File: src/rtl/core/bts_pkg.sv
// Shared constants and types for the buzzer tone sequencer.
package bts_pkg;

    // Register file layout
    localparam int CFG_IDX_W  = 1;
    localparam int CFG_DATA_W = 32;
    localparam logic [CFG_IDX_W-1:0] CFG_PWM_CLOCK = 1'd0;
    localparam logic [CFG_IDX_W-1:0] CFG_TICK_MS   = 1'd1;

    // Reset values of the registers
    localparam logic [31:0] PWM_CLOCK_RST = 32'd1000000;
    localparam logic [7:0]  TICK_MS_RST   = 8'd1;

    // Operation codes
    localparam logic OP_TICK    = 1'b0;
    localparam logic OP_REQUEST = 1'b1;

    // Serial divider geometry
    localparam int DIVIDEND_W = 32;
    localparam int DIVISOR_W  = 16;
    localparam int STEP_W     = 6;
    localparam logic [STEP_W-1:0] STEPS_PERIOD = 6'd32;
    localparam logic [STEP_W-1:0] STEPS_TICKS  = 6'd16;

    // Command to the divider
    typedef struct packed {
        logic              start;
        logic [STEP_W-1:0] steps;
    } div_req_t;

    // Status from the divider
    typedef struct packed {
        logic busy;
        logic done;
    } div_rsp_t;

endpackage

File: src/rtl/core/bts_div.sv
// Shared serial restoring divider, one quotient bit per cycle.
module bts_div (
    input  logic                           clk,
    input  logic                           rst_n,
    input  bts_pkg::div_req_t              req,
    input  logic [bts_pkg::DIVIDEND_W-1:0] dividend,
    input  logic [bts_pkg::DIVISOR_W-1:0]  divisor,
    output bts_pkg::div_rsp_t              rsp,
    output logic [bts_pkg::DIVIDEND_W-1:0] quotient
);
    import bts_pkg::*;

    logic [DIVISOR_W-1:0]  rem_reg, rem_next;
    logic [DIVIDEND_W-1:0] quo_reg, quo_next;
    logic [DIVISOR_W-1:0]  dsr_reg, dsr_next;
    logic [STEP_W-1:0]     cnt_reg, cnt_next;
    logic                  busy_reg, busy_next;
    logic                  done_reg, done_next;

    logic [DIVISOR_W:0]    rem_sh;
    logic [DIVISOR_W:0]    rem_sub;
    logic                  ge;

    // Shift in the next dividend bit and trial-subtract
    assign rem_sh  = {rem_reg, quo_reg[DIVIDEND_W-1]};
    assign ge      = (rem_sh >= {1'b0, dsr_reg});
    assign rem_sub = rem_sh - {1'b0, dsr_reg};

    always_comb
    begin
        rem_next  = rem_reg;
        quo_next  = quo_reg;
        dsr_next  = dsr_reg;
        cnt_next  = cnt_reg;
        busy_next = busy_reg;
        done_next = 1'b0;
        if (req.start)
        begin
            rem_next  = '0;
            quo_next  = dividend;
            dsr_next  = divisor;
            cnt_next  = req.steps;
            busy_next = 1'b1;
        end
        else if (busy_reg)
        begin
            rem_next = ge ? rem_sub[DIVISOR_W-1:0] : rem_sh[DIVISOR_W-1:0];
            quo_next = {quo_reg[DIVIDEND_W-2:0], ge};
            cnt_next = cnt_reg - STEP_W'(1);
            if (cnt_reg == STEP_W'(1))
            begin
                busy_next = 1'b0;
                done_next = 1'b1;
            end
        end
    end

    // Hold control state under reset, payload free-running
    always_ff @(posedge clk or negedge rst_n)
    begin
        if (!rst_n)
        begin
            busy_reg <= 1'b0;
            done_reg <= 1'b0;
            cnt_reg  <= '0;
        end
        else
        begin
            busy_reg <= busy_next;
            done_reg <= done_next;
            cnt_reg  <= cnt_next;
        end
    end

    always_ff @(posedge clk)
    begin
        rem_reg <= rem_next;
        quo_reg <= quo_next;
        dsr_reg <= dsr_next;
    end

    assign rsp.busy = busy_reg;
    assign rsp.done = done_reg;
    assign quotient = quo_reg;

endmodule

File: src/rtl/core/buzzer_tone_sequencer.sv
// Buzzer tone sequencer top level: request slot, tone timer and output register.
//
//  Channel  Direction  Handshake           Payload
//  cfg      in         cfg_we              cfg_index, cfg_data
//  in       in         in_valid/in_stall   operation, tone_freq_hz, duration_ms
//  out      out        out_valid/out_stall pwm_period, pwm_compare,
//                                          request_accepted, slot_full
//
//  A request, or a tick that starts no tone, writes the output register from idle.
//  A tick that starts a held tone runs the shared serial divider twice:
//  32 steps for the period, then 16 steps for the tick count.
//  One beat in flight at a time; in_stall is high outside idle (divider
//  work, result write) or while the output register is full and stalled.
//  Reset (rst_n low, asynchronous) clears the tone state and loads the
//  registers with 1000000 Hz and 1 ms.
module buzzer_tone_sequencer (
    input  logic                           clk,
    input  logic                           rst_n,
    input  logic                           cfg_we,
    input  logic [bts_pkg::CFG_IDX_W-1:0]  cfg_index,
    input  logic [bts_pkg::CFG_DATA_W-1:0] cfg_data,
    input  logic                           in_valid,
    output logic                           in_stall,
    input  logic                           operation,
    input  logic [15:0]                    tone_freq_hz,
    input  logic [15:0]                    duration_ms,
    output logic                           out_valid,
    input  logic                           out_stall,
    output logic [15:0]                    pwm_period,
    output logic [15:0]                    pwm_compare,
    output logic                           request_accepted,
    output logic                           slot_full
);
    import bts_pkg::*;

    typedef enum logic [1:0] {
        ST_IDLE,
        ST_DIV_PERIOD,
        ST_DIV_TICKS,
        ST_WRITE
    } state_t;

    state_t      state_reg, state_next;

    logic [31:0] pwm_clock_reg;
    logic [7:0]  tick_ms_reg;

    logic [15:0] remaining_reg, remaining_next;
    logic        held_valid_reg, held_valid_next;
    logic [15:0] held_freq_reg, held_freq_next;
    logic [15:0] held_dur_reg, held_dur_next;
    logic [15:0] period_reg, period_next;
    logic [15:0] compare_reg, compare_next;

    logic        out_valid_reg, out_valid_next;
    logic [15:0] out_period_reg, out_period_next;
    logic [15:0] out_compare_reg, out_compare_next;
    logic        out_acc_reg, out_acc_next;
    logic        out_full_reg, out_full_next;

    logic        in_beat;
    logic        out_free;
    logic [7:0]  tick_eff;

    div_req_t                div_req;
    div_rsp_t                div_rsp;
    logic                    div_start;
    logic [STEP_W-1:0]       div_steps;
    logic [DIVIDEND_W-1:0]   div_dividend;
    logic [DIVISOR_W-1:0]    div_divisor;
    logic [DIVIDEND_W-1:0]   div_quotient;

    assign out_free = !out_valid_reg || !out_stall;
    assign in_stall = (state_reg != ST_IDLE) || !out_free;
    assign in_beat  = in_valid && !in_stall;
    assign tick_eff = (tick_ms_reg == 8'd0) ? 8'd1 : tick_ms_reg;
    assign div_req  = {div_start, div_steps};

    // Select divider operands: period first, then the tick count
    always_comb
    begin
        if (state_reg == ST_DIV_PERIOD)
        begin
            div_dividend = {held_dur_reg, 16'd0};
            div_divisor  = {8'd0, tick_eff};
            div_steps    = STEPS_TICKS;
        end
        else
        begin
            div_dividend = pwm_clock_reg;
            div_divisor  = held_freq_reg;
            div_steps    = STEPS_PERIOD;
        end
    end

    bts_div u_div (
        .clk      (clk),
        .rst_n    (rst_n),
        .req      (div_req),
        .dividend (div_dividend),
        .divisor  (div_divisor),
        .rsp      (div_rsp),
        .quotient (div_quotient)
    );

    // Sequence the tone state and the output register
    always_comb
    begin
        state_next       = state_reg;
        remaining_next   = remaining_reg;
        held_valid_next  = held_valid_reg;
        held_freq_next   = held_freq_reg;
        held_dur_next    = held_dur_reg;
        period_next      = period_reg;
        compare_next     = compare_reg;
        out_valid_next   = out_valid_reg && out_stall;
        out_period_next  = out_period_reg;
        out_compare_next = out_compare_reg;
        out_acc_next     = out_acc_reg;
        out_full_next    = out_full_reg;
        div_start        = 1'b0;

        unique case (state_reg)
            ST_IDLE:
            begin
                if (in_beat)
                begin
                    if (operation == OP_REQUEST)
                    begin
                        // Take the request if the slot is empty
                        out_valid_next   = 1'b1;
                        out_period_next  = period_reg;
                        out_compare_next = compare_reg;
                        out_acc_next     = !held_valid_reg;
                        out_full_next    = 1'b1;
                        if (!held_valid_reg)
                        begin
                            held_valid_next = 1'b1;
                            held_freq_next  = tone_freq_hz;
                            held_dur_next   = duration_ms;
                        end
                    end
                    else if (remaining_reg != 16'd0)
                    begin
                        // Count down the running tone
                        remaining_next   = remaining_reg - 16'd1;
                        out_valid_next   = 1'b1;
                        out_period_next  = period_reg;
                        out_compare_next = compare_reg;
                        out_acc_next     = 1'b0;
                        out_full_next    = held_valid_reg;
                    end
                    else if (held_valid_reg)
                    begin
                        // Start the held tone
                        div_start  = 1'b1;
                        state_next = ST_DIV_PERIOD;
                    end
                    else
                    begin
                        // Silence the buzzer
                        compare_next     = 16'd0;
                        out_valid_next   = 1'b1;
                        out_period_next  = period_reg;
                        out_compare_next = 16'd0;
                        out_acc_next     = 1'b0;
                        out_full_next    = 1'b0;
                    end
                end
            end
            ST_DIV_PERIOD:
            begin
                if (div_rsp.done)
                begin
                    period_next  = div_quotient[15:0];
                    compare_next = {1'b0, div_quotient[15:1]};
                    div_start    = 1'b1;
                    state_next   = ST_DIV_TICKS;
                end
            end
            ST_DIV_TICKS:
            begin
                if (div_rsp.done)
                begin
                    remaining_next  = div_quotient[15:0];
                    held_valid_next = 1'b0;
                    state_next      = ST_WRITE;
                end
            end
            ST_WRITE:
            begin
                if (out_free)
                begin
                    out_valid_next   = 1'b1;
                    out_period_next  = period_reg;
                    out_compare_next = compare_reg;
                    out_acc_next     = 1'b0;
                    out_full_next    = held_valid_reg;
                    state_next       = ST_IDLE;
                end
            end
            default:
            begin
                state_next = ST_IDLE;
            end
        endcase
    end

    // Hold state, registers and the output beat
    always_ff @(posedge clk or negedge rst_n)
    begin
        if (!rst_n)
        begin
            state_reg      <= ST_IDLE;
            pwm_clock_reg  <= PWM_CLOCK_RST;
            tick_ms_reg    <= TICK_MS_RST;
            remaining_reg  <= '0;
            held_valid_reg <= 1'b0;
            held_freq_reg  <= '0;
            held_dur_reg   <= '0;
            period_reg     <= '0;
            compare_reg    <= '0;
            out_valid_reg  <= 1'b0;
        end
        else
        begin
            state_reg      <= state_next;
            remaining_reg  <= remaining_next;
            held_valid_reg <= held_valid_next;
            held_freq_reg  <= held_freq_next;
            held_dur_reg   <= held_dur_next;
            period_reg     <= period_next;
            compare_reg    <= compare_next;
            out_valid_reg  <= out_valid_next;
            if (cfg_we)
            begin
                unique case (cfg_index)
                    CFG_PWM_CLOCK: pwm_clock_reg <= cfg_data;
                    CFG_TICK_MS:   tick_ms_reg   <= cfg_data[7:0];
                    default:       pwm_clock_reg <= pwm_clock_reg;
                endcase
            end
        end
    end

    always_ff @(posedge clk)
    begin
        out_period_reg  <= out_period_next;
        out_compare_reg <= out_compare_next;
        out_acc_reg     <= out_acc_next;
        out_full_reg    <= out_full_next;
    end

    assign out_valid        = out_valid_reg;
    assign pwm_period       = out_period_reg;
    assign pwm_compare      = out_compare_reg;
    assign request_accepted = out_acc_reg;
    assign slot_full        = out_full_reg;

`ifndef SYNTHESIS
    // Compare is either silent or half the period
    a_compare_half: assert property (@(posedge clk) disable iff (!rst_n)
        (compare_reg == 16'd0) || (compare_reg == {1'b0, period_reg[15:1]}))
        else $error("compare is neither zero nor half the period");

    // An accepted request always leaves the slot full
    a_acc_full: assert property (@(posedge clk) disable iff (!rst_n)
        (out_valid_reg && out_acc_reg) |-> out_full_reg)
        else $error("accepted request reported with empty slot");

    // Divider works and finishes only while the sequencer waits for it
    a_div_done: assert property (@(posedge clk) disable iff (!rst_n)
        (div_rsp.busy || div_rsp.done)
        |-> ((state_reg == ST_DIV_PERIOD) || (state_reg == ST_DIV_TICKS)))
        else $error("divider active outside a divide state");

    // Starting a tone empties the slot
    a_start_clears: assert property (@(posedge clk) disable iff (!rst_n)
        (state_reg == ST_DIV_TICKS && div_rsp.done) |=> !held_valid_reg)
        else $error("slot still full after tone start");
`endif

endmodule
File: config.mk
export PLATFORM = sky130hd
export DESIGN_NAME = buzzer_tone_sequencer
export DESIGN_NICKNAME = d
export VERILOG_FILES = /design/src/rtl/core/bts_pkg.sv /design/src/rtl/core/bts_div.sv /design/src/rtl/core/buzzer_tone_sequencer.sv
export SDC_FILE = /design/constraint.sdc
export NUM_CORES = 1
export LEC_CHECK = 0
export BUFFER_PORTS_ARGS = -buffer_cell sky130_fd_sc_hd__buf_2
export CAP_MARGIN = 30
export CORE_MARGIN = 10
export CORE_UTILIZATION = 55
export CTS_CLUSTER_DIAMETER = 50
export CTS_CLUSTER_SIZE = 20
export DETAILED_ROUTE_END_ITERATION = 8
export PLACE_DENSITY = 0.82
export SLEW_MARGIN = 40
export SYNTH_ARGS = -nofsm -noshare
export SYNTH_HDL_FRONTEND = slang
export SYNTH_HIERARCHICAL = 1
export SYNTH_SLANG_ARGS = --single-unit
export TNS_END_PERCENT = 30
File: constraint.sdc
create_clock -name clk -period 5.5 [get_ports clk]
set_clock_uncertainty 0.1 [all_clocks]
set_input_delay 0.825 -clock clk [delete_from_list [all_inputs] [get_ports clk]]
set_output_delay 0.825 -clock clk [all_outputs]
set_load 0.02 [all_outputs]
Yosys cells after proc, flatten, opt, wreduce, memory -nomap -nowiden
Index checks and enable logic that the tools add are counted.
W data, S select, Z words.
{"block": "word_totals", "register_bits": 230, "latchBits": 0, "ram_bits": 0, "mem_bits_ro": 0, "inputBits": 71, "out_inout_bits": 36, "elab_cells": 140, "n_memories": 0}
{"block": "classes", "add_sub_neg": 3, "multipliers": 0, "n_div": 0, "magnitude_cmp": 1, "n_eq_ne": 15, "shift": 0, "muxes": 72, "n_bitwise": 2, "n_reduce_logical": 26}
{"op": "$mux W16", "count": 19}
{"op": "$pmux W16 S2", "count": 4}
{"op": "$mux W32", "count": 3}
{"op": "$mux W1", "count": 28}
{"op": "$mux W6", "count": 3}
{"op": "$ge A17 B16 Y1", "count": 1}
{"op": "$mux W8", "count": 2}
{"op": "$ne A2 B2 Y1 const B", "count": 8}
{"op": "$reduce_bool A16 Y1", "count": 1}
{"op": "$sub A16 B1 Y16 const B", "count": 1}
{"op": "$sub A16 B16 Y16", "count": 1}
{"op": "$mux W2", "count": 7}
{"op": "$reduce_and A4 Y1", "count": 3}
{"op": "$pmux W1 S2", "count": 5}
{"op": "$reduce_bool A2 Y1", "count": 5}
{"op": "$logic_not A8 Y1", "count": 1}
{"op": "$pmux W2 S4", "count": 1}
{"op": "$reduce_and A7 Y1", "count": 1}
{"op": "$eq A6 B1 Y1 const B", "count": 1}
{"op": "$reduce_and A2 Y1", "count": 3}
{"op": "$reduce_and A6 Y1", "count": 1}
{"op": "$sub A6 B1 Y6 const B", "count": 1}
{"op": "$logic_not A1 Y1", "count": 5}
{"op": "$reduce_and A5 Y1", "count": 1}
{"op": "other kinds (8)", "count": 13}

Depth between registers and ports, before layout
Gate-level depths: netlist (run 1).
{"block": "depth", "ltp_word": 9, "ltp_mapped": 12, "depth_no_buf": 10}

Cells and area by module
Netlist (run 1), hierarchy kept.
{"mod": "buzzer_tone_sequencer", "n_inst": 1, "cells_each": 542, "area_per_inst_um2": 6952.9, "seq_area_each_um2": 4078.9}
{"mod": "bts_div", "n_inst": 1, "cells_each": 330, "area_per_inst_um2": 3753.6, "seq_area_each_um2": 1961.9}

Worst setup path after synthesis (run 1)
Ideal clock, no wire load.
{"block": "synth_path", "path_kind": "register to register", "startpoint": "register remaining_reg[11]", "endpoint": "register u_div.quo_reg[0], in the netlist u_div/quotient[0], enable pin", "setup_time_ps": 387, "arrival_time_ps": 3625, "required_ps": 5013, "slack_ps": 1388, "stages_incl_launch_ff": 9, "path_cell_list": "dfrtp_1 or4_4 nor4_4 nand4_1 o21ai_1 clkbuf_1 nor2_1 clkbuf_1 inv_1"}
{"block": "synth_between", "elab_chain_cells": 6}
{"element": "start, declared", "line": "buzzer_tone_sequencer.sv:48", "text": "logic [15:0] remaining_reg, remaining_next;"}
{"element": "start signal, assigned", "line": "buzzer_tone_sequencer.sv:228", "text": "remaining_reg <= remaining_next;"}
{"element": "$reduce_bool A16 Y1", "line": "buzzer_tone_sequencer.sv:143", "text": "else if (remaining_reg != 16'd0)"}
{"element": "$mux W1", "line": "buzzer_tone_sequencer.sv:143"}
{"element": "$mux W1", "line": "buzzer_tone_sequencer.sv:128", "text": "if (operation == OP_REQUEST)"}
{"element": "$mux W1", "line": "buzzer_tone_sequencer.sv:126", "text": "if (in_beat)"}
{"element": "$pmux W1 S2", "line": "buzzer_tone_sequencer.sv:123", "text": "unique case (state_reg)"}
{"element": "via div_start", "line": "buzzer_tone_sequencer.sv:67", "text": "logic div_start;"}
{"element": "$reduce_bool A2 Y1 (no source line)"}
{"element": "end signal, assigned", "line": "bts_div.sv:78", "text": "quo_reg <= quo_next;"}
{"element": "end, declared", "line": "bts_div.sv:14", "text": "logic [DIVIDEND_W-1:0] quo_reg, quo_next;"}
The timed path passes the listed nets, and every way through them passes these cells.
A chain may end at the register's enable or synchronous reset.

Final worst setup path (run 1)
{"block": "layout_path", "startpoint": "register remaining_reg[11]", "endpoint": "register u_div.quo_reg[29], in the netlist u_div/quotient[29], enable pin"}
Same word-level chain as after synthesis.

==> results of run 1 <==
[area by class of cell]
type / count / area share [%]
inverters: 46 / 1.42
clock buffers: 26 / 4.82
multi-input cells: 555 / 35.2
well taps: 260 / 2.67
repair buffers: 114 / 4.95
diodes: 3 / 0.0616
flip-flops and latches: 228 / 49.6
clock inverters: 15 / 1.25
[metrics by stage]
stage                     power, mW  hold slack, ns  setup WS, ns  utilization [%]
final                          6.91           0.118          2.02             64.5
after global routing           7.36           0.121          1.85             64.4
after CTS                      6.93           0.110          1.94             64.3
after detailed placement       5.40           0.327          1.99             60.4
after global placement         5.27           0.326          1.94             60.4
after floorplan                4.75           0.319          1.39                -
[per-layer routing]
| metal | vias up | GRT usage, % |
|---|---|---|
| li1 | 3317 | - |
| met1 | 3384 | 23.3 |
| met2 | 240 | 26.8 |
| met3 | 34 | 4.16 |
| met4 | 4 | 4.30 |
| met5 | - | 0 |
[power by group through the flow]
stage                     combinational [mW]  sequential, mW  clock, mW
after detailed placement                2.42            2.98          0
after global routing                    2.71            3.03       1.62
after global placement                  2.32            2.95          0
after floorplan                         1.77            2.99          0
after CTS                               2.44            2.95       1.55
final                                   2.44            2.95       1.51
[worst max path at each step]
stage	startpoint	end	slack (ns)
finish	remaining_reg[11]$_DFFE_PN0P_	u_div/quotient[29]$_DFFE_PP_	2.02
CTS	remaining_reg[11]$_DFFE_PN0P_	u_div/rem_reg[11]$_SDFFE_PP0P_	1.94
global route	remaining_reg[11]$_DFFE_PN0P_	u_div/quotient[29]$_DFFE_PP_	1.85
floorplan	remaining_reg[11]$_DFFE_PN0P_	u_div/quotient[0]$_DFFE_PP_	1.39
global placement	remaining_reg[11]$_DFFE_PN0P_	u_div/rem_reg[12]$_SDFFE_PP0P_	1.94
detailed placement	remaining_reg[10]$_DFFE_PN0P_	u_div/rem_reg[11]$_SDFFE_PP0P_	1.99
==> impl_metrics.ini, run 1 <==
[finish]
fillers = 1438
nets = 1064
layout_commonest_cell = mux2_2
drive_above_1_share_pct = 33.0
final_area_um2 = 12200
layout.area.seq_um2 = 6040
layout.cells.non_filler = 1247
multi_input_area_um2 = 4290
layout_common_cells = 139 x mux2_2, 123 x dfrtp_1, 104 x buf_2, 81 x edfxtp_1, 60 x nor2_1
area_delta_synth_final_pct = 13.8

[sta]
slew_headroom_pct = 44.6
fin_crit_sh_pct = 63.3
tns_ns = 0
finalHoldViolations = 0
rsz0062_at_grt = no
slew_viol_final = 0
max_freq_ghz = 0.287
worst_pin_slew_ns = 0.831
finalSetupViolCount = 0
layout_min_cycle_time_ns = 3.48

[synth]
yosysWarnings = 6
syn_area_um2 = 10700
syn_area_per_cell_um2 = 12.3
syn-instance-count = 871

[cts]
clk_latency_ns = 0.52
cts.hold.buffers_added = 0
cts_sinks = 228
ctsLongestPathBuffers = 3
post_cts_buffers = 0
clk_pin_slew_ns = 0.08
cts-htree-levels = 1
cts_root_buf = clkbuf_16
cts_tree = done
cts_buffers = 23
postCtsResizedCells = 0

[grt]
grt_pass1_wl_um = 36700
grt_pass1_vias = 7181
grt_util_all_layers_pct = 17.1
antenna_found_initial = 5
grt.overflow.total = 0
grt_max_degree = 71

[status]
status = complete, no violations

[critical_path]
cp.depth = 7
start_kind = flip-flop
rr_worst_depth = 7
cpLargestDelayFamily = simple AND/OR/NAND/NOR gates
worstSetupPathType = reg -> reg
slowest_stage = or4_4
crit_chain = or4_4 -> nor4_4 -> nand4_1 -> o21ai_4 -> nor2_2 -> inv_1 -> buf_4
cp-end-kind = flip-flop
crit_buf_inv = 2
arrival_ns = 3.57
r2r_setup_slack_ns = 2.02
reg2reg_to = u_div/quotient[29]$_DFFE_PP_
reg2reg_from = remaining_reg[11]$_DFFE_PN0P_
crit_fanout = 17
cpPeakStageDelay_ns = 0.61
critPathRequiredTime_ns = 5.59

[job]
maxCapViolCount = 0

[placement]
port_buffers = 105
hpwl_um = 15000
gp_congestion = 0.895
dpl.cell_count = 1203
dpl-instance-area_um2 = 11400

[routing]
wl_met3_um = 1760
vias = 6979
dr.pass1.iters = 5
routedWlPerCell_um = 17.9
drtAntennaViolNets = 0
top_layer = met5
first_iter_violations = 593
met2_length_um = 10200
met1_length_um = 10000
vias_per_cell = 5.60
drc = 0
wirelength_um = 22300

[floorplanning]
fp.dieArea_um2 = 25400
num_io_pins = 107
fp.dieH_um = 159
initial_core_util_pct = 56.6
dieWidth_um = 159
coreArea_um2 = 18900
rows = 50

[worst_hold_path]
hold_path.class = in -> async

[pwr]
p_switching_mw = 2.54
internal_power_mw = 4.37
p_leak_nw = 5.06
pwr-share-seq_pct = 42.8
p_sw_share_pct = 36.8
clockPowerShare_pct = 21.9
combPwrFrac_pct = 35.3
p_per_area_nw_per_um2 = 567
vdd_drop_max_mv = 0.351
Note: power is estimated with default switching activity, not from simulation.
==> run 2, diff against run 1 <==
--- a/config.mk
+++ b/config.mk
@@ -5,14 +5,15 @@
 export SDC_FILE = /design/constraint.sdc
 export NUM_CORES = 1
 export LEC_CHECK = 0
+export ABC_AREA = 1
 export BUFFER_PORTS_ARGS = -buffer_cell sky130_fd_sc_hd__buf_2
 export CAP_MARGIN = 30
 export CORE_MARGIN = 10
-export CORE_UTILIZATION = 55
+export CORE_UTILIZATION = 54
 export CTS_CLUSTER_DIAMETER = 50
 export CTS_CLUSTER_SIZE = 20
 export DETAILED_ROUTE_END_ITERATION = 8
-export PLACE_DENSITY = 0.82
+export PLACE_DENSITY = 0.84
 export SLEW_MARGIN = 40
 export SYNTH_ARGS = -nofsm -noshare
 export SYNTH_HDL_FRONTEND = slang
==> constraint.sdc (replaced) <==
create_clock -name clk -period 3 [get_ports clk]
set_clock_uncertainty 0.1 [all_clocks]
set_input_delay 0.45 -clock clk [delete_from_list [all_inputs] [get_ports clk]]
set_output_delay 0.45 -clock clk [all_outputs]
set_load 0.02 [all_outputs]
==> run 2 against run 1 <==
Effect of this change:
- worst setup slack lost 1.6 ns
- critical endpoint is now u_div/cnt_reg[1]$_DFFE_PN0P_
- cell count up 39%
- count of clock-buffer cells in the layout is 1 lower
- sequential power grew 75%
- wire length grew 17%
- sequential share of layout area is 2.5 points lower
- first-iteration DRC count increased by 58%
- critical path type unchanged
- synthesized cell count grew 55%
- register-to-register slack worse by 1.6 ns
- synthesized area increased by 5.1%
==> impl_metrics.ini, run 2 <==
[routing]
drtAntennaViolNets = 0
wirelength_um = 26100
drc = 0
dr.pass1.iters = 6
routedWlPerCell_um = 15.0
first_iter_violations = 936
vias = 8901
vias_per_cell = 5.12

[sta]
rsz0062_at_grt = no
fin_crit_sh_pct = 85.6
finalHoldViolations = 0
max_freq_ghz = 0.389
finalSetupViolCount = 0
worst_slack_ns = 0.432
worst_pin_slew_ns = 0.716
timing.hold.ws_ns = 0.0341
tns_ns = 0
layout_min_cycle_time_ns = 2.57
slew_viol_final = 0
slew_headroom_pct = 52.1

[critical_path]
slowest_stage = nor2_1
reg2reg_from = remaining_reg[0]$_DFFE_PN0P_
cpLargestDelayFamily = simple AND/OR/NAND/NOR gates
rr_worst_depth = 10
crit_buf_inv = 3
path_common_cell = inv_1
r2r_setup_slack_ns = 0.43
arrival_ns = 2.89
critPathRequiredTime_ns = 3.32
crit_fanout = 43
cp-end-kind = flip-flop
worstSetupPathType = reg -> reg
reg2reg_to = u_div/cnt_reg[1]$_DFFE_PN0P_
crit_chain = inv_1 -> ha_1 -> nand2_2 -> nor2_2 -> nand3_1 -> o21ai_4 -> nor2_1 -> inv_1 -> buf_12 -> o221ai_1
start_kind = flip-flop
cpPeakStageDelay_ns = 0.55
cp.depth = 10

[worst_hold_path]
hold_path.class = in -> reg
hold_end = held_freq_reg[12]$_DFFE_PN0P_
hold_depth = 3
hold_start = tone_freq_hz[12]

[finish]
antenna_cells = 0
nets = 1548
layout_commonest_cell = nand2_1
drive_above_1_share_pct = 15.1
area_delta_synth_final_pct = 14.0
layout_common_cells = 478 x nand2_1, 193 x inv_1, 123 x dfrtp_1, 107 x o21ai_0, 104 x buf_2

[grt]
grt.overflow.total = 0
grt_util_all_layers_pct = 19.5
grt_pass1_wl_um = 43300
grt_pass1_vias = 8785
grt_max_degree = 54
antenna_found_initial = 0

[cts]
cts_sinks = 228
cts-htree-levels = 1
postCtsResizedCells = 0
clk_latency_ns = 0.52
cts_tree = done
cts_root_buf = clkbuf_16
post_cts_buffers = 0
cts_buffers = 21
clk_pin_slew_ns = 0.08
ctsLongestPathBuffers = 3

[placement]
port_buffers = 105
dp_slack_ns = 0.463
hpwl_um = 18700
gp_congestion = 0.934

[status]
status = complete, no violations

[pwr]
vdd_drop_max_mv = 0.534
power.total_mw = 13.3
p_per_area_nw_per_um2 = 1040
p_leak_nw = 6.58

[job]
maxCapViolCount = 0

[floorplanning]
num_io_pins = 107
coreArea_um2 = 20400
rows = 52
fp.dieArea_um2 = 27000
dieWidth_um = 164
initial_core_util_pct = 55.2
fp.dieH_um = 164

[synth]
yosysWarnings = 6
syn-instance-count = 1351
syn_area_per_cell_um2 = 8.33
syn_area_um2 = 11200
==> run 2: worst min-delay path, stage by stage <==
cell and delay (ns):
buf_2 0.08, nand2_1 0.04, o21ai_0 0.06
==> run 2: layout make-up <==
| class | count | area (um2) |
|---|---|---|
| inverter | 199 | 747 |
| sequential | 228 | 6040 |
| multi-input combinational | 879 | 4260 |
| fill | 1689 | 7540 |
| clock buffer | 25 | 551 |
| tap | 270 | 338 |
| clock inverter | 13 | 191 |
| timing repair buffer | 123 | 703 |
==> run 2: worst max path at each step <==
stage | startpoint | endpoint | slack [ns]
final | remaining_reg[0]$_DFFE_PN0P_ | u_div/cnt_reg[1]$_DFFE_PN0P_ | 0.43
after global routing | remaining_reg[0]$_DFFE_PN0P_ | u_div/cnt_reg[1]$_DFFE_PN0P_ | 0.18
after CTS | remaining_reg[0]$_DFFE_PN0P_ | u_div/cnt_reg[1]$_DFFE_PN0P_ | 0.43
after detailed placement | remaining_reg[0]$_DFFE_PN0P_ | u_div/cnt_reg[1]$_DFFE_PN0P_ | 0.46
after global placement | remaining_reg[0]$_DFFE_PN0P_ | u_div/cnt_reg[1]$_DFFE_PN0P_ | 0.55
after floorplan | state_reg[0]$_DFFE_PN0P_ | pwm_compare[0]$_DFFE_PP_ | 0.04
==> run 2: per-stage QoR <==
stage | instance area [um2] | cells | util (%)
2_1_floorplan | 11300 | 1355 | -
3_3_place_gp | 12100 | 1698 | 59.3
3_5_place_dp | 12100 | 1698 | 59.3
4_1_cts | 12800 | 1737 | 63.0
5_1_grt | 12800 | 1737 | 63.0
6_report | 12800 | 1737 | 63.0
==> run 2: power breakdown <==
group	total, mW	switching, mW	internal, mW	leakage, nW
Clock	2.84	1.34	1.50	0.357
Combinational	5.28	3.53	1.74	3.73
Sequential	5.16	0.613	4.54	2.50
==> run 2: timing repair <==
action / 4_1_cts / 5_1_grt
hold buffers: 1 / 0
endpoints found under the hold margin: 41 / 0
endpoints found under the setup margin: 0 / 0
==> run 2: layer usage <==
metal,share of wire [%],GRT usage [%]
met2,47,32.2
met3,7.3,3.58
met1,44,25.9
met4,2.2,4.91
met5,0,0
==> run 3, diff against run 2 <==
--- a/config.mk
+++ b/config.mk
@@ -6,13 +6,15 @@
 export NUM_CORES = 1
 export LEC_CHECK = 0
 export ABC_AREA = 1
+export ABC_CLOCK_PERIOD_IN_PS = 3000
 export BUFFER_PORTS_ARGS = -buffer_cell sky130_fd_sc_hd__buf_2
-export CAP_MARGIN = 30
+export CAP_MARGIN = 20
 export CORE_MARGIN = 10
 export CORE_UTILIZATION = 54
 export CTS_CLUSTER_DIAMETER = 50
 export CTS_CLUSTER_SIZE = 20
 export DETAILED_ROUTE_END_ITERATION = 8
+export GPL_TIMING_DRIVEN = 0
 export PLACE_DENSITY = 0.84
 export SLEW_MARGIN = 40
 export SYNTH_ARGS = -nofsm -noshare
==> run 3 against run 2 <==
Effect of this change:
- fmax down 11%
- first-iteration DRC count shrank 18%
- register-to-register slack worse by 0.33 ns
- non-clock buffer count increased by 36
- sequential share of layout area down 1.1 points
- die area unchanged
- power rose by 4.4%
- final area is 2.4% higher
- hold slack worse by 0.0012 ns
- worst setup slack worse by 0.33 ns
- critical path depth is 1 lower
- critical endpoint is now u_div/quotient[9]$_DFFE_PP_
- largest power group unchanged
==> impl_metrics.ini, run 3 (same netlist as run 2, synthesis figures left out) <==
[finish]
nets = 1588
layout_commonest_cell = nand2_1
antenna_cells = 0
drive_above_1_share_pct = 15.8
layout_common_cells = 479 x nand2_1, 193 x inv_1, 123 x dfrtp_1, 115 x buf_2, 107 x o21ai_0
area_delta_synth_final_pct = 16.8
layout.cells.non_filler = 1780
finalCoreUtilization_pct = 64.5

[grt]
grt.overflow.total = 0
grt_pass1_vias = 9298
grt_max_degree = 57
grt_util_all_layers_pct = 20.7
grt_pass1_wl_um = 45600
antenna_found_initial = 0

[cts]
cts_tree = done
cts_buffers = 24
clk_latency_ns = 0.53
ctsLongestPathBuffers = 3
clk_pin_slew_ns = 0.07
cts-htree-levels = 1
cts_sinks = 228
cts_root_buf = clkbuf_16

[pwr]
clockPowerShare_pct = 22.6
power.total_mw = 13.9
p_sw_share_pct = 41.1
pwr-share-seq_pct = 37.1
internal_power_mw = 8.17
vdd_drop_max_mv = 0.522
p_per_area_nw_per_um2 = 1060
combPwrFrac_pct = 40.3
p_leak_nw = 6.74
p_switching_mw = 5.70

[routing]
first_iter_violations = 764
drtAntennaViolNets = 0
drc = 0
vias_per_cell = 5.17
routedWlPerCell_um = 15.8
dr.pass1.iters = 5
vias = 9206
wirelength_um = 28100

[floorplanning]
rows = 52
dieWidth_um = 164
initial_core_util_pct = 55.2
coreArea_um2 = 20400
fp.dieArea_um2 = 27000
fp.dieH_um = 164
num_io_pins = 107

[placement]
dpl.cell_count = 1733
hpwl_um = 20500
port_buffers = 105
dp_slack_ns = -0.261
gp_congestion = 0.932

[sta]
layout_min_cycle_time_ns = 2.90
rsz0062_at_grt = no
fin_crit_sh_pct = 96.6
slew_viol_final = 0
finalHoldViolations = 0
timing.hold.ws_ns = 0.0329
worst_slack_ns = 0.103
worst_pin_slew_ns = 0.639
max_freq_ghz = 0.345
slew_headroom_pct = 57.3
finalSetupViolCount = 0

[worst_hold_path]
hold_start = duration_ms[7]
hold_path.class = in -> reg

[critical_path]
reg2reg_from = remaining_reg[0]$_DFFE_PN0P_
start_kind = flip-flop
arrival_ns = 2.98
crit_fanout = 41
critPathLaunch = remaining_reg[0]$_DFFE_PN0P_
critPathRequiredTime_ns = 3.08
worstSetupPathType = reg -> reg
cp-end-kind = flip-flop

[job]
maxCapViolCount = 0

[status]
status = complete, no violations
run 3: cell count changes in the layout (fill, tap and decap cells not counted), moves of 3 or more:
cell       previous run  this run
clkbuf_2              0         3
clkbuf_1              3        25
clkbuf_16            21        26
inv_6                 1         4
buf_4                15         7
buf_2               104       115
buf_1                 0         3
run 3: metal layers:
layer	share of wire, %	routed length [um]	vias up	track usage [%]
met2	47	13300	322	34.1
met5	0	0	-	0
met1	43	12000	4298	26.7
li1	-	-	4522	-
met3	6.8	1900	64	3.75
met4	3.1	874	0	7.76
run 3: layout make-up:
class / instances / area, um2
Inverter: 199 / 748
Clock inverter: 15 / 198
Timing Repair Buffer: 110 / 628
Fill cell: 1624 / 7230
Sequential cell: 228 / 6040
Buffer: 49 / 260
Clock buffer: 29 / 662
Multi-Input combinational cell: 880 / 4260
Tap cell: 270 / 338
run 3: timing repair:
action	in CTS	in global routing
resized for setup	5	3
setup endpoints to repair	73	42
pin swaps	1	0
setup buffers	1	0
gates cloned	1	0
endpoints found under the hold margin	36	0
hold buffers	1	0
run 3: power groups by stage:
stage / logic, mW / clock network (mW) / registers, mW
2_1_floorplan: 3.67 / 0 / 5.31
3_3_place_gp: 5.17 / 0 / 5.16
3_5_place_dp: 5.47 / 0 / 5.18
4_1_cts: 5.56 / 3.17 / 5.13
5_1_grt: 6.25 / 3.31 / 5.25
6_report: 5.59 / 3.13 / 5.15
run 3: through the flow:
step / TNS (ns) / cell area [um2]
final: 0 / 13100
after global routing: 0 / 13100
after global placement: -100.61 / 12100
after CTS: 0 / 13100
after floorplan: 0 / 11300
after detailed placement: -15.53 / 12200
run 3: critical path, stage by stage, from the launching register on:
cell      delay [ns]
dfrtp_1         0.41
inv_1           0.13
ha_1            0.24
nand2_2         0.12
nor2_2          0.24
nand3_1         0.36
o21ai_4         0.35
nor2_1          0.11
inv_1           0.13
clkbuf_8        0.36
run 3: final timing paths:
kind	to	slack [ns]	cells past startpoint
setup / recovery	u_div/quotient[9]$_DFFE_PP_	0.10	9
setup reg to reg	u_div/quotient[9]$_DFFE_PP_	0.10	9
hold / removal	held_dur_reg[7]$_DFFE_PN0P_	0.03	3
min in group asynchronous	compare_reg[8]$_DFFE_PN0P_	0.29	2
hold reg to reg	pwm_period[10]$_DFFE_PP_	0.35	0
max in group asynchronous	pwm_clock_reg[6]$_DFFE_PN1P_	1.86	3
